File: config.mk
export PLATFORM = sky130hd
export DESIGN_NAME = three_rotor_substitution_cipher_unit
export DESIGN_NICKNAME = d
export VERILOG_FILES = /design/src/rtl/core/trsc_pkg.sv /design/src/rtl/core/trsc_rotor_bank.sv /design/src/rtl/core/three_rotor_substitution_cipher_unit.sv
export SDC_FILE = /design/constraint.sdc
export NUM_CORES = 1
export LEC_CHECK = 0
export ABC_AREA = 1
export BUFFER_PORTS_ARGS = -buffer_cell sky130_fd_sc_hd__buf_2
export CAP_MARGIN = 15
export CORE_ASPECT_RATIO = 1.5
export CORE_MARGIN = 1
export CORE_UTILIZATION = 37
export CTS_CLUSTER_DIAMETER = 30
export DETAILED_ROUTE_END_ITERATION = 10
export PLACE_DENSITY = 0.61
export RECOVER_POWER = 50
export REMOVE_ABC_BUFFERS = 1
export SETUP_SLACK_MARGIN = 0.05
export SYNTH_ARGS = -nofsm -noshare
export SYNTH_HDL_FRONTEND = slang
export SYNTH_SLANG_ARGS = --single-unit
File: constraint.sdc
create_clock -name aclk -period 13.33 [get_ports aclk]
set_clock_uncertainty 0.15 [all_clocks]
set_input_delay 1.9995 -clock aclk [delete_from_list [all_inputs] [get_ports aclk]]
set_output_delay 1.9995 -clock aclk [all_outputs]
set_load 0.02 [all_outputs]
File: src/rtl/core/trsc_pkg.sv
// ----------------------------------------------------------------------------
// trsc_pkg
// Shared types, codes and helpers for the three-rotor substitution cipher.
// ----------------------------------------------------------------------------
package trsc_pkg;

    localparam int ROTOR_LENGTH = 26;
    localparam int ROTOR_IDX_W  = $clog2(ROTOR_LENGTH);
    localparam int ROTOR_SUM_W  = ROTOR_IDX_W + 1;

    localparam logic [ROTOR_SUM_W-1:0] ROT_ONE = ROTOR_SUM_W'(ROTOR_LENGTH);
    localparam logic [ROTOR_SUM_W-1:0] ROT_TWO = ROTOR_SUM_W'(2 * ROTOR_LENGTH);
    localparam logic [ROTOR_IDX_W-1:0] ROT_LAST = ROTOR_IDX_W'(ROTOR_LENGTH - 1);

    localparam logic [7:0] CHAR_UPPER_A = 8'd65;
    localparam logic [7:0] CHAR_LOWER_A = 8'd97;
    localparam logic [7:0] ALPHA_COUNT  = 8'(ROTOR_LENGTH);

    // item kind, carried on tuser
    localparam logic CMD_LOAD = 1'b0;
    localparam logic CMD_TEXT = 1'b1;

    typedef enum logic [1:0] {
        SEL_FIRST  = 2'd0,
        SEL_SECOND = 2'd1,
        SEL_THIRD  = 2'd2,
        SEL_NONE   = 2'd3
    } rotor_sel_t;

    typedef struct packed {
        logic                   en;
        rotor_sel_t             sel;
        logic [ROTOR_IDX_W-1:0] idx;
        logic [ROTOR_IDX_W-1:0] val;
    } rotor_wr_t;

    typedef struct packed {
        logic [ROTOR_IDX_W-1:0] p1;
        logic [ROTOR_IDX_W-1:0] p2;
        logic [ROTOR_IDX_W-1:0] p3;
    } rotor_pos_t;

    // reduce a value below three rotor lengths into one rotor length
    function automatic logic [ROTOR_IDX_W-1:0] wrap_index(input logic [ROTOR_SUM_W-1:0] v);
        logic [ROTOR_SUM_W-1:0] r;
        if (v >= ROT_TWO) begin
            r = v - ROT_TWO;
        end else if (v >= ROT_ONE) begin
            r = v - ROT_ONE;
        end else begin
            r = v;
        end
        return r[ROTOR_IDX_W-1:0];
    endfunction

endpackage

File: src/rtl/core/trsc_rotor_bank.sv
// ----------------------------------------------------------------------------
// trsc_rotor_bank
// Holds the three rotor tables and maps a letter index through the stack.
// ----------------------------------------------------------------------------
module trsc_rotor_bank (
    input  logic                           aclk,
    input  trsc_pkg::rotor_wr_t            wr,
    input  trsc_pkg::rotor_pos_t           pos,
    input  logic [trsc_pkg::ROTOR_IDX_W-1:0] letter_idx,
    output logic [trsc_pkg::ROTOR_IDX_W-1:0] code
);
    import trsc_pkg::*;

    logic [ROTOR_IDX_W-1:0] r1_reg [ROTOR_LENGTH];
    logic [ROTOR_IDX_W-1:0] r2_reg [ROTOR_LENGTH];
    logic [ROTOR_IDX_W-1:0] r3_reg [ROTOR_LENGTH];

    logic [ROTOR_IDX_W-1:0] a1, a2, a3;
    logic [ROTOR_IDX_W-1:0] v1, v2, v3;

    // out-of-range index or select writes nothing; no reset on table contents
    always_ff @(posedge aclk) begin
        if (wr.en && (wr.idx <= ROT_LAST)) begin
            unique case (wr.sel)
                SEL_FIRST:  r1_reg[wr.idx] <= wr.val;
                SEL_SECOND: r2_reg[wr.idx] <= wr.val;
                SEL_THIRD:  r3_reg[wr.idx] <= wr.val;
                default: ;
            endcase
        end
    end

    always_comb begin
        a1   = wrap_index({1'b0, letter_idx} + {1'b0, pos.p1});
        v1   = r1_reg[a1];
        a2   = wrap_index({1'b0, v1} + {1'b0, pos.p2});
        v2   = r2_reg[a2];
        a3   = wrap_index({1'b0, v2} + {1'b0, pos.p3});
        v3   = r3_reg[a3];
        code = wrap_index({1'b0, v3});
    end

endmodule

File: src/rtl/core/three_rotor_substitution_cipher_unit.sv
// ----------------------------------------------------------------------------
// three_rotor_substitution_cipher_unit
// A text word accepted on s_ goes to the input register, then to the result
// register that drives m_. Throughput: one word per cycle while m_ is not
// stalled; the input register feeds the rotor lookup chain and the result
// register in the same cycle. Load words give no result. Reset clears the
// positions and both valid flags; rotor tables hold old contents until written.
// ----------------------------------------------------------------------------
module three_rotor_substitution_cipher_unit (
    input  logic        aclk,
    input  logic        aresetn,
    input  logic        s_tvalid,
    output logic        s_tready,
    input  logic [23:0] s_tdata,   // rotor_select[1:0], entry_index[6:2],
                                   // entry_value[11:7], text_byte[19:12], zero
    input  logic        s_tuser,   // cmd[0]
    output logic        m_tvalid,
    input  logic        m_tready,
    output logic [7:0]  m_tdata    // out_byte[7:0]
);
    import trsc_pkg::*;

    logic                   in_valid_reg;
    logic                   in_cmd_reg;
    rotor_sel_t             in_sel_reg;
    logic [ROTOR_IDX_W-1:0] in_idx_reg;
    logic [ROTOR_IDX_W-1:0] in_val_reg;
    logic [7:0]             in_byte_reg;

    logic                   m_valid_reg;
    logic [7:0]             m_data_reg;

    rotor_pos_t             pos_reg, pos_next;

    logic                   out_free, fire, is_load, is_text;
    logic                   is_upper, is_lower, is_letter;
    logic [7:0]             base, offs, result;
    logic [ROTOR_IDX_W-1:0] code;
    rotor_wr_t              wr;

    assign is_load  = (in_cmd_reg == CMD_LOAD);
    assign is_text  = (in_cmd_reg == CMD_TEXT);
    assign out_free = !m_valid_reg || m_tready;
    assign fire     = in_valid_reg && (is_load || out_free);
    assign s_tready = !in_valid_reg || fire;
    assign m_tvalid = m_valid_reg;
    assign m_tdata  = m_data_reg;

    assign is_upper  = (in_byte_reg >= CHAR_UPPER_A) && (in_byte_reg < CHAR_UPPER_A + ALPHA_COUNT);
    assign is_lower  = (in_byte_reg >= CHAR_LOWER_A) && (in_byte_reg < CHAR_LOWER_A + ALPHA_COUNT);
    assign is_letter = is_upper || is_lower;
    assign base      = is_upper ? CHAR_UPPER_A : CHAR_LOWER_A;
    assign offs      = in_byte_reg - base;
    assign result    = is_letter ? (base + {{(8-ROTOR_IDX_W){1'b0}}, code}) : in_byte_reg;

    assign wr.en  = fire && is_load;
    assign wr.sel = in_sel_reg;
    assign wr.idx = in_idx_reg;
    assign wr.val = in_val_reg;

    trsc_rotor_bank u_bank (
        .aclk       (aclk),
        .wr         (wr),
        .pos        (pos_reg),
        .letter_idx (offs[ROTOR_IDX_W-1:0]),
        .code       (code)
    );

    // odometer stepping
    always_comb begin
        pos_next = pos_reg;
        if (fire && is_load) begin
            pos_next = '0;
        end else if (fire && is_text && is_letter) begin
            if (pos_reg.p1 == ROT_LAST) begin
                pos_next.p1 = '0;
                if (pos_reg.p2 == ROT_LAST) begin
                    pos_next.p2 = '0;
                    pos_next.p3 = (pos_reg.p3 == ROT_LAST) ? '0 : pos_reg.p3 + 1'b1;
                end else begin
                    pos_next.p2 = pos_reg.p2 + 1'b1;
                end
            end else begin
                pos_next.p1 = pos_reg.p1 + 1'b1;
            end
        end
    end

    always_ff @(posedge aclk) begin
        if (!aresetn) begin
            in_valid_reg <= 1'b0;
            m_valid_reg  <= 1'b0;
            pos_reg      <= '0;
        end else begin
            pos_reg <= pos_next;
            if (s_tvalid && s_tready) begin
                in_valid_reg <= 1'b1;
            end else if (fire) begin
                in_valid_reg <= 1'b0;
            end
            if (fire && is_text) begin
                m_valid_reg <= 1'b1;
            end else if (m_tready) begin
                m_valid_reg <= 1'b0;
            end
        end
    end

    always_ff @(posedge aclk) begin
        if (s_tvalid && s_tready) begin
            in_cmd_reg  <= s_tuser;
            in_sel_reg  <= rotor_sel_t'(s_tdata[1:0]);
            in_idx_reg  <= s_tdata[6:2];
            in_val_reg  <= s_tdata[11:7];
            in_byte_reg <= s_tdata[19:12];
        end
        if (fire && is_text) begin
            m_data_reg <= result;
        end
    end

endmodule

==> summary.json, run 1 <==
{
  "syn_area_cell_um2": 11.6,
  "antenna_violations_before_repair": 0,
  "clock_sinks": 436,
  "combined_area_of_all_synthesized_cells_um2": 19500,
  "design.final.nets": 1813,
  "ys.flop_type": "sky130_fd_sc_hd__edfxtp_1",
  "synth_seq_cells": 436,
  "violations_in_the_final_reports": "capacitance limit, slew limit",
  "power.density_nw_per_um2": 258,
  "routed_wirelength_um": 47400,
  "fill_cells": 4752,
  "finalCriticalPeriod_ps": 12300,
  "stdcell_area_um2": 22800,
  "post_cts_resized": 0,
  "drv.max_cap_violation_count": 5,
  "timing.critical_path.from_type": "flip-flop",
  "route.detailed.drc": 0,
  "dp_hpwl_um": 29700,
  "die-area_um2": 53600,
  "cp.arrival_ps": 12480,
  "critPathMostFrequentCell": "sky130_fd_sc_hd__nand2_1",
  "synth_edf_count": 419,
  "vias_per_cell": 5.20,
  "grt_setup_unrepaired": "no",
  "final_layout_size_suffix_gt1_frac": 0.146,
  "global_route_wire_length_before_repair_um": 73000,
  "first_global_vias": 13000,
  "detail-route-antenna-nets": 0,
  "all_layer_gr_usage": 0.179,
  "timing_worst_slew_pin_value_ps": 3880,
  "post_cts_hold_buffer_count": 0,
  "numPlacedInstances": 2338,
  "grt_start_max_net_pins": 79,
  "antenna_cells_inserted": 0,
  "vdd.ir_drop.worst_v": 0.000252,
  "layout.cells.most_common_list": "sky130_fd_sc_hd__edfxtp_1 (419), sky130_fd_sc_hd__nand2_1 (287), sky130_fd_sc_hd__nor2_1 (249)",
  "top_level_ports": 39,
  "routed_wire_length_per_instance_um": 19.2,
  "leakage_nw": 8.20,
  "area_delta_synth_final_pct": 16.9,
  "die_x_um": 189,
  "setup_viol": 0,
  "whs_path_depth": 2,
  "setup_tns_ps": 0,
  "post_dp_cell_area_um2": 20400,
  "cts_tree": "yes",
  "cts_clk_pin_slew_worst_paths_ps": 50,
  "worst_r2r_startpoint": "in_byte_reg[0]",
  "hold_path_end": "pos_reg[8]",
  "finish.cell_count_without_fillers": 2472,
  "yosys-top-cells-area": "sky130_fd_sc_hd__edfxtp_1 (65%), sky130_fd_sc_hd__nand2_1 (5.6%), sky130_fd_sc_hd__nor2_1 (4.8%), sky130_fd_sc_hd__nand3_1 (3.4%), sky130_fd_sc_hd__ha_1 (2.8%)",
  "r2r.worst_path.cells": 68,
  "timing.final.crit_share": 0.923,
  "floorplan.rows": 102,
  "clk_path_buf_depth": 3,
  "timing_hold_violations_final": 0,
  "buffer_ports.inserted": 34,
  "detailroute.via_count": 12800,
  "critPathBufInv": 13,
  "max_clock_freq_mhz": 81.3,
  "run_status": "complete, but fails checks",
  "worst_path_largest_cell_delay_ps": 590,
  "crit_type": "flip-flop to flip-flop",
  "cts_root_cell": "sky130_fd_sc_hd__clkbuf_16",
  "postCtsSetupBuffers": 0,
  "proportion_of_netlist_area_held_by_the_largest_area_contributor": 0.646,
  "synth_seq_area_share": 0.663,
  "totalPowerFinal_mw": 5.89,
  "cp_top_family": "simple AND/OR/NAND/NOR gates",
  "gp_congestion": 0.851,
  "crit_path_max_fo": 37,
  "finish.utilization": 0.440,
  "gr-total-overflow": 0,
  "slew_headroom": -1.59,
  "critical-path-slowest-cell": "sky130_fd_sc_hd__o311ai_0",
  "cts_buffers": 72,
  "synth_area_leader": "sky130_fd_sc_hd__edfxtp_1",
  "drt-pass1-iter-count": 5,
  "initialDrtViolationCount": 920,
  "min-delay-path-class": "flip-flop to flip-flop",
  "r2r-end": "m_tdata[6]",
  "crit_path_end_kind": "flip-flop",
  "htree_num_levels": 3,
  "yosysUniqueCellTypes": 45,
  "die_height_um": 283,
  "most_common_cell_after_layout_fill_and_taps_aside": "sky130_fd_sc_hd__edfxtp_1",
  "syn_inst": 1678,
  "initial_core_util": 0.376,
  "worst_hold_startpoint": "pos_reg[8]",
  "regToRegSetupSlack_ps": 1030,
  "core_region_area_um2": 51800,
  "clk-insertion-delay-late_ps": 590,
  "finalMaxSlewViolations": 395,
  "ys_warn_count": 0,
  "cp.required_ps": 13510,
  "async_set_or_reset_register_ratio_after_synthesis": 0
}
[per-stage QoR]
stage,hold slack [ps],setup WS (ps)
detailed placement,394,869
finish,396,1030
floorplan,331,-1450
global placement,365,1100
CTS,399,803
global route,423,151
[where the power goes]
group	switching, mW	internal (mW)
logic	1.78	0.776
clock network	0.683	1.13
registers	0.00470	1.52
total	2.46	3.42
[cells by family (layout without fill, tap and decap cells)]
kind of cell | Yosys count | after routing | share of synthesized area
AOI/OAI and AO/OA | 193 | 193 | 0.0718
and+or+nand+nor | 786 | 786 | 0.177
adders and majority gates | 47 | 47 | 0.0313
DFF | 436 | 436 | 0.663
xor gates and xnor gates | 12 | 12 | 0.00540
muxes | 29 | 29 | 0.0149
buffers and inverters | 175 | 293 | 0.0364
[worst max-delay path by stage]
stage | startpoint | endpoint | slack, ps | depth (start not counted)
after floorplan | in_byte_reg[0] | m_tdata[2] | -1450 | 46
after global placement | in_byte_reg[0] | m_tdata[6] | 1100 | 69
after detailed placement | in_byte_reg[0] | m_tdata[6] | 870 | 67
after CTS | in_byte_reg[0] | m_tdata[6] | 800 | 67
after global routing | in_byte_reg[0] | m_tdata[6] | 150 | 67
final | in_byte_reg[0] | m_tdata[6] | 1030 | 68
[cell usage after synthesis, types with 5 or more instances]
cell type and number:
sky130_fd_sc_hd__nor3b_1 5, sky130_fd_sc_hd__o21ai_0 26, sky130_fd_sc_hd__a21oi_1 22, sky130_fd_sc_hd__nand4_1 9, sky130_fd_sc_hd__ha_1 44, sky130_fd_sc_hd__clkbuf_1 43
sky130_fd_sc_hd__o211ai_1 66, sky130_fd_sc_hd__buf_1 8, sky130_fd_sc_hd__edfxtp_1 419, sky130_fd_sc_hd__dfxtp_1 17, sky130_fd_sc_hd__o311ai_0 62, sky130_fd_sc_hd__buf_4 5
sky130_fd_sc_hd__nand3_1 132, sky130_fd_sc_hd__o21ai_1 6, sky130_fd_sc_hd__mux2i_1 29, sky130_fd_sc_hd__nand2_2 9, sky130_fd_sc_hd__or2_2 60, sky130_fd_sc_hd__nor2_1 249
sky130_fd_sc_hd__buf_2 12, sky130_fd_sc_hd__nand2_1 288, sky130_fd_sc_hd__inv_1 101, sky130_fd_sc_hd__xor2_1 9, sky130_fd_sc_hd__nor3_1 14
[area by class of cell]
| cell class | count | area, um2 | share of cell area |
|---|---|---|---|
| Inverter | 105 | 404 | 0.0177 |
| Timing Repair Buffer | 55 | 318 | 0.0140 |
| Clock buffer | 81 | 1860 | 0.0815 |
| Tap cell | 676 | 846 | 0.0371 |
| Clock inverter | 52 | 537 | 0.0236 |
| Multi-Input combinational cell | 1067 | 5890 | 0.259 |
| Sequential cell | 436 | 12900 | 0.567 |
[layer usage]
layer / global-route usage / share of wire
met1: 0.199 / 0.38
met2: 0.327 / 0.53
met3: 0.0282 / 0.045
met4: 0.0901 / 0.046
met5: 0 / 0
[worst register-to-register path, delay by kind of cell, from the launching register on]
family | cells | cell delay (ps)
simple gates | 33 | 4170
fa+ha+maj | 10 | 2540
compound gates | 10 | 2150
buf+inv | 13 | 1980
xor+xnor | 2 | 630
flops | 1 | 420
Power figures use the tool's default switching activity.
==> run 2: changes to the inputs <==
--- a/config.mk
+++ b/config.mk
@@ -10,13 +10,14 @@
 export CAP_MARGIN = 15
 export CORE_ASPECT_RATIO = 1.5
 export CORE_MARGIN = 1
-export CORE_UTILIZATION = 37
+export CORE_UTILIZATION = 39
 export CTS_CLUSTER_DIAMETER = 30
 export DETAILED_ROUTE_END_ITERATION = 10
-export PLACE_DENSITY = 0.61
+export PLACE_DENSITY = 0.63
 export RECOVER_POWER = 50
 export REMOVE_ABC_BUFFERS = 1
 export SETUP_SLACK_MARGIN = 0.05
 export SYNTH_ARGS = -nofsm -noshare
 export SYNTH_HDL_FRONTEND = slang
 export SYNTH_SLANG_ARGS = --single-unit
+export TNS_END_PERCENT = 20
==> run 2 against run 1 <==
The flow still finishes with violations (capacitance limit, slew limit). Combinational power is essentially flat. Maximum frequency up 1.2%. Design area is 0.68% lower. Non-clock buffer count unchanged. Sequential cell count stayed put. Sequential power is essentially flat. Final cell count is 1.3% lower. Clock-buffer cell count is 5 lower. Power is 1.1% lower. Global-route usage up 0.90 points. Largest power group unchanged. Worst setup slack better by 150 ps. Hold slack worse by 5.7 ps.
==> summary.json, run 2 (synthesis results as in run 1) <==
{
  "vdd.ir_drop.worst_v": 0.000292,
  "crit_type": "flip-flop to flip-flop",
  "clk-insertion-delay-late_ps": 590,
  "routed_wire_length_per_instance_um": 19.0,
  "clockPowerShare": 0.299,
  "grt_start_max_net_pins": 79,
  "route.detailed.drc": 0,
  "leakage_nw": 8.12,
  "r2r.worst_path.cells": 67,
  "cp.arrival_ps": 12320,
  "dp_hpwl_um": 29200,
  "drt-pass1-iter-count": 6,
  "critPathMostFrequentCell": "sky130_fd_sc_hd__nand2_1",
  "totalPowerFinal_mw": 5.82,
  "power_frac_comb": 0.439,
  "routed_wirelength_um": 46400,
  "vias_per_cell": 5.24,
  "finish.cell_count_without_fillers": 2441,
  "gr-total-overflow": 0,
  "post_cts_hold_buffer_count": 0,
  "area_delta_synth_final_pct": 16.1,
  "run_status": "complete, but fails checks",
  "crit_path_end_kind": "flip-flop",
  "numPlacedInstances": 2316,
  "finalCriticalPeriod_ps": 12150,
  "die-area_um2": 50900,
  "initialDrtViolationCount": 883,
  "cellInternalPower_mw": 3.41,
  "crit_path_max_fo": 60,
  "layout.cells.most_common_list": "sky130_fd_sc_hd__edfxtp_1 (419), sky130_fd_sc_hd__nand2_1 (288), sky130_fd_sc_hd__nor2_1 (249)",
  "die_x_um": 184,
  "detailroute.via_count": 12800,
  "switching_share": 0.415,
  "detail-route-antenna-nets": 0,
  "timing_worst_slew_pin_value_ps": 3890,
  "floorplan.rows": 99,
  "post_dp_cell_area_um2": 20300,
  "hold_slack_ps": 391,
  "global_route_wire_length_before_repair_um": 72000,
  "finalMaxSlewViolations": 395,
  "timing.final.crit_share": 0.911,
  "finish.utilization": 0.462,
  "buffer_ports.inserted": 34,
  "wl_met1_um": 17800,
  "wl_met2_um": 24400,
  "max_clock_freq_mhz": 82.3,
  "setup_viol": 0,
  "gp_congestion": 0.890,
  "all_layer_gr_usage": 0.188,
  "net-switching-power_mw": 2.42,
  "stdcell_area_um2": 22600,
  "drv.max_cap_violation_count": 5,
  "final_layout_size_suffix_gt1_frac": 0.137,
  "antenna_cells_inserted": 0,
  "die_height_um": 276,
  "cts_clk_pin_slew_worst_paths_ps": 50,
  "initial_core_util": 0.398,
  "slew_headroom": -1.60,
  "cts_tree": "yes",
  "critical-path-slowest-cell": "sky130_fd_sc_hd__edfxtp_1",
  "worst_path_largest_cell_delay_ps": 440,
  "power_frac_seq": 0.262,
  "clk_path_buf_depth": 3,
  "htree_num_levels": 3,
  "met3WireLength_um": 2190,
  "first_global_vias": 13000,
  "whs_path_depth": 2,
  "cts_root_cell": "sky130_fd_sc_hd__clkbuf_16",
  "core_region_area_um2": 48900,
  "min-delay-path-class": "flip-flop to flip-flop",
  "timing_hold_violations_final": 0,
  "timing.critical_path.from_type": "flip-flop",
  "cts_buffers": 67,
  "cp.required_ps": 13500,
  "most_common_cell_after_layout_fill_and_taps_aside": "sky130_fd_sc_hd__edfxtp_1",
  "antenna_violations_before_repair": 1,
  "top_level_ports": 39,
  "power.density_nw_per_um2": 257,
  "clock_sinks": 436,
  "grt_setup_unrepaired": "no",
  "design.final.nets": 1808,
  "violations_in_the_final_reports": "capacitance limit, slew limit",
  "fill_cells": 4389,
  "route.top_layer_used": "met5"
}
[run 2: worst paths after layout]
kind	from	endpoint	slack [ps]
setup / recovery	in_byte_reg[0]	m_tdata[6]	1180
hold / removal	pos_reg[10]	pos_reg[10]	390
setup reg to reg	in_byte_reg[0]	m_tdata[6]	1180
hold reg to reg	pos_reg[10]	pos_reg[10]	390
[run 2: what timing repair did]
item	4_1_cts	5_1_grt
endpoints found under the setup margin	0	7
endpoints found under the hold margin	0	0
gates resized for setup	0	3
buffers inserted	0	3
[run 2: critical path: cells and delay by family (launching register included)]
kind / cells / cell delay, ps
and+or+nand+nor: 28 / 3390
adders and majority gates: 11 / 2750
AOI/OAI and AO/OA: 10 / 1970
buffers and inverters: 13 / 1930
xor gates and xnor gates: 5 / 1240
DFF: 1 / 440
[run 2: area by class of cell]
cell class | instances | area [um2] | area share
clock buffers | 76 | 1770 | 0.0784
repair buffers | 55 | 318 | 0.0140
multi-input cells | 1067 | 5890 | 0.260
clock inverters | 46 | 495 | 0.0219
well taps | 656 | 821 | 0.0363
inverters | 105 | 400 | 0.0177
flip-flops and latches | 436 | 12900 | 0.571
[run 2: metal layers]
| metal | vias to the layer above | global-route usage |
|---|---|---|
| met4 | 2 | 0.0985 |
| li1 | 6103 | - |
| met3 | 114 | 0.0300 |
| met1 | 6194 | 0.212 |
| met2 | 366 | 0.340 |
| met5 | - | 0 |
[run 2: through the flow]
stage	setup WS, ps	TNS, ps
floorplan	-1450	-9350
global placement	1100	0
detailed placement	800	0
CTS	732	0
global route	98.5	0
finish	1180	0
[run 2: power by group through the flow]
stage	clock (mW)	sequential (mW)	combinational, mW
6_report	1.74	1.53	2.56
5_1_grt	1.82	1.53	2.87
4_1_cts	1.76	1.52	2.55
3_5_place_dp	0	1.55	2.54
3_3_place_gp	0	1.55	2.48
2_1_floorplan	0	1.56	1.81
==> run 3: changes to the inputs <==
--- a/config.mk
+++ b/config.mk
@@ -8,12 +8,14 @@
 export ABC_AREA = 1
 export BUFFER_PORTS_ARGS = -buffer_cell sky130_fd_sc_hd__buf_2
 export CAP_MARGIN = 15
+export CELL_PAD_IN_SITES_DETAIL_PLACEMENT = 1
+export CELL_PAD_IN_SITES_GLOBAL_PLACEMENT = 1
 export CORE_ASPECT_RATIO = 1.5
 export CORE_MARGIN = 1
 export CORE_UTILIZATION = 39
 export CTS_CLUSTER_DIAMETER = 30
 export DETAILED_ROUTE_END_ITERATION = 10
-export PLACE_DENSITY = 0.63
+export PLACE_DENSITY = 0.72
 export RECOVER_POWER = 50
 export REMOVE_ABC_BUFFERS = 1
 export SETUP_SLACK_MARGIN = 0.05
==> run 3 against run 2 <==
The run still ends with capacitance limit, slew limit left. First-iteration DRC count fell by 37%. Sequential cell count did not move. Non-clock buffer count fell by 2. Maximum frequency fell by 1.2%. Global-route usage rose by 1.9 points. Die area did not move. Clock power rose by 6%. Sequential share of layout area fell by 0.38 points. Critical path depth fell by 1. Design area rose by 0.68%. Final cell count rose by 0.33%. Critical path type unchanged. Critical endpoint is now m_tdata[2]. Largest cell class unchanged. Highest routed layer is now met4.
==> summary.json, run 3 (synthesis results as in run 1) <==
{
  "run_status": "complete, but fails checks",
  "violations_in_the_final_reports": "capacitance limit, slew limit",
  "die-area_um2": 50900,
  "area_delta_synth_final_pct": 16.9,
  "buffer_ports.inserted": 34,
  "initialDrtViolationCount": 560,
  "floorplan.rows": 99,
  "hold_slack_ps": 387,
  "cp.required_ps": 13490,
  "clock_sinks": 436,
  "antenna_cells_inserted": 0,
  "timing.critical_path.from_type": "flip-flop",
  "vias_per_cell": 5.36,
  "htree_num_levels": 3,
  "dp_hpwl_um": 32600,
  "power_frac_seq": 0.253,
  "area.sequential_um2": 12900,
  "finish.utilization": 0.465,
  "routed_wire_length_per_instance_um": 20.9,
  "antenna_violations_before_repair": 0,
  "leakage_nw": 8.19,
  "power.density_nw_per_um2": 265,
  "crit_path_max_fo": 37,
  "clockPowerShare": 0.305,
  "timing_worst_slew_pin_value_ps": 3920,
  "timing.final.crit_share": 0.923,
  "initial_core_util": 0.398,
  "numPlacedInstances": 2314,
  "regToRegSetupSlack_ps": 1030,
  "setup_viol": 0,
  "max_clock_freq_mhz": 81.3,
  "critPathBufInv": 14,
  "gr-total-overflow": 0,
  "most_common_cell_after_layout_fill_and_taps_aside": "sky130_fd_sc_hd__edfxtp_1",
  "power_frac_comb": 0.441,
  "post_cts_hold_buffer_count": 0,
  "switching_share": 0.421,
  "all_layer_gr_usage": 0.207,
  "min-delay-path-class": "flip-flop to flip-flop",
  "fill_cells": 5109,
  "cellInternalPower_mw": 3.49,
  "slew_headroom": -1.62,
  "worst_r2r_startpoint": "in_byte_reg[0]",
  "finalCriticalPeriod_ps": 12300,
  "die_x_um": 184,
  "detail-route-antenna-nets": 0,
  "setup_tns_ps": 0,
  "critPathMostFrequentCell": "sky130_fd_sc_hd__nand2_1",
  "net-switching-power_mw": 2.54,
  "grt_start_max_net_pins": 79,
  "die_height_um": 276,
  "global_route_wire_length_before_repair_um": 78500,
  "route.detailed.drc": 0,
  "top_level_ports": 39,
  "cts_clk_pin_slew_worst_paths_ps": 40,
  "finish.cell_count_without_fillers": 2449,
  "cts_buffers": 73,
  "multiInputGateArea_um2": 5880,
  "routed_wirelength_um": 51200,
  "detailroute.via_count": 13100,
  "startpoint": "in_byte_reg[0]",
  "first_global_vias": 14100,
  "cp_top_family": "simple AND/OR/NAND/NOR gates",
  "clk-insertion-delay-late_ps": 580,
  "finalMaxSlewViolations": 395,
  "vdd.ir_drop.worst_v": 0.000186,
  "crit_path_end_kind": "flip-flop",
  "drv.max_cap_violation_count": 5,
  "clk_path_buf_depth": 3,
  "drt-pass1-iter-count": 5,
  "timing_hold_violations_final": 0,
  "critical-path-slowest-cell": "sky130_fd_sc_hd__o311ai_0",
  "cts_tree": "yes",
  "worst_path_largest_cell_delay_ps": 530,
  "crit_type": "flip-flop to flip-flop",
  "core_region_area_um2": 48900,
  "cts_root_cell": "sky130_fd_sc_hd__clkbuf_16",
  "final_layout_size_suffix_gt1_frac": 0.145,
  "totalPowerFinal_mw": 6.03,
  "layout.cells.most_common_list": "sky130_fd_sc_hd__edfxtp_1 (419), sky130_fd_sc_hd__nand2_1 (287), sky130_fd_sc_hd__nor2_1 (249)",
  "design.final.nets": 1812,
  "grt_setup_unrepaired": "no",
  "worst_hold_startpoint": "pos_reg[8]",
  "gp_congestion": 0.821,
  "cp.arrival_ps": 12460
}
==> run 3: cell types whose count changed in the layout (fill, tap and decap cells not counted), sizes merged <==
| cell | change |
|---|---|
| clkinvlp | +4 |
| clkinv | -3 |
| inv | +2 |
| clkbuf | +5 |
==> run 3: power by group through the flow <==
stage               sequential [mW]  combinational, mW  clock, mW
floorplan                      1.56               1.81          0
global placement               1.55               2.56          0
detailed placement             1.55               2.65          0
CTS                            1.52               2.67       1.86
global route                   1.53               2.94       1.92
finish                         1.53               2.66       1.84
==> run 3: area by class of cell <==
type                            count  area share
Timing Repair Buffer               53      0.0133
Inverter                          105      0.0176
Tap cell                          656      0.0360
Clock buffer                       83      0.0842
Sequential cell                   436       0.567
Multi-Input combinational cell   1067       0.258
Clock inverter                     49      0.0231
==> run 3: tightest hold or removal path: stages (launching register included) <==
cell	delay, ps
sky130_fd_sc_hd__dfxtp_1	340
sky130_fd_sc_hd__inv_1	80
sky130_fd_sc_hd__a21oi_1	60
==> run 3: what timing repair did <==
item | 4_1_cts | 5_1_grt
setup endpoints to repair | 0 | 7
buffers inserted | 0 | 2
resized for setup | 0 | 7
==> run 3: stage by stage <==
step / cell area, um2 / setup slack [ps]
4_1_cts: 22800 / 484
3_5_place_dp: 20300 / 631
2_1_floorplan: 19200 / -1450
6_report: 22800 / 1030
5_1_grt: 22800 / 98.6
3_3_place_gp: 20300 / 916
==> run 3: layer usage <==
metal	vias to the layer above	part of all wire	GRT usage
met5	-	0	0
met4	0	0.050	0.120
met3	116	0.034	0.0276
met2	297	0.53	0.381
met1	6590	0.39	0.225
li1	6116	-	-
==> run 3: path summary, 6_finish.rpt <==
kind	to	depth (start not counted)
max	m_tdata[2]	66
min	pos_reg[8]	2
max reg2reg	m_tdata[2]	66
min reg2reg	pos_reg[8]	2
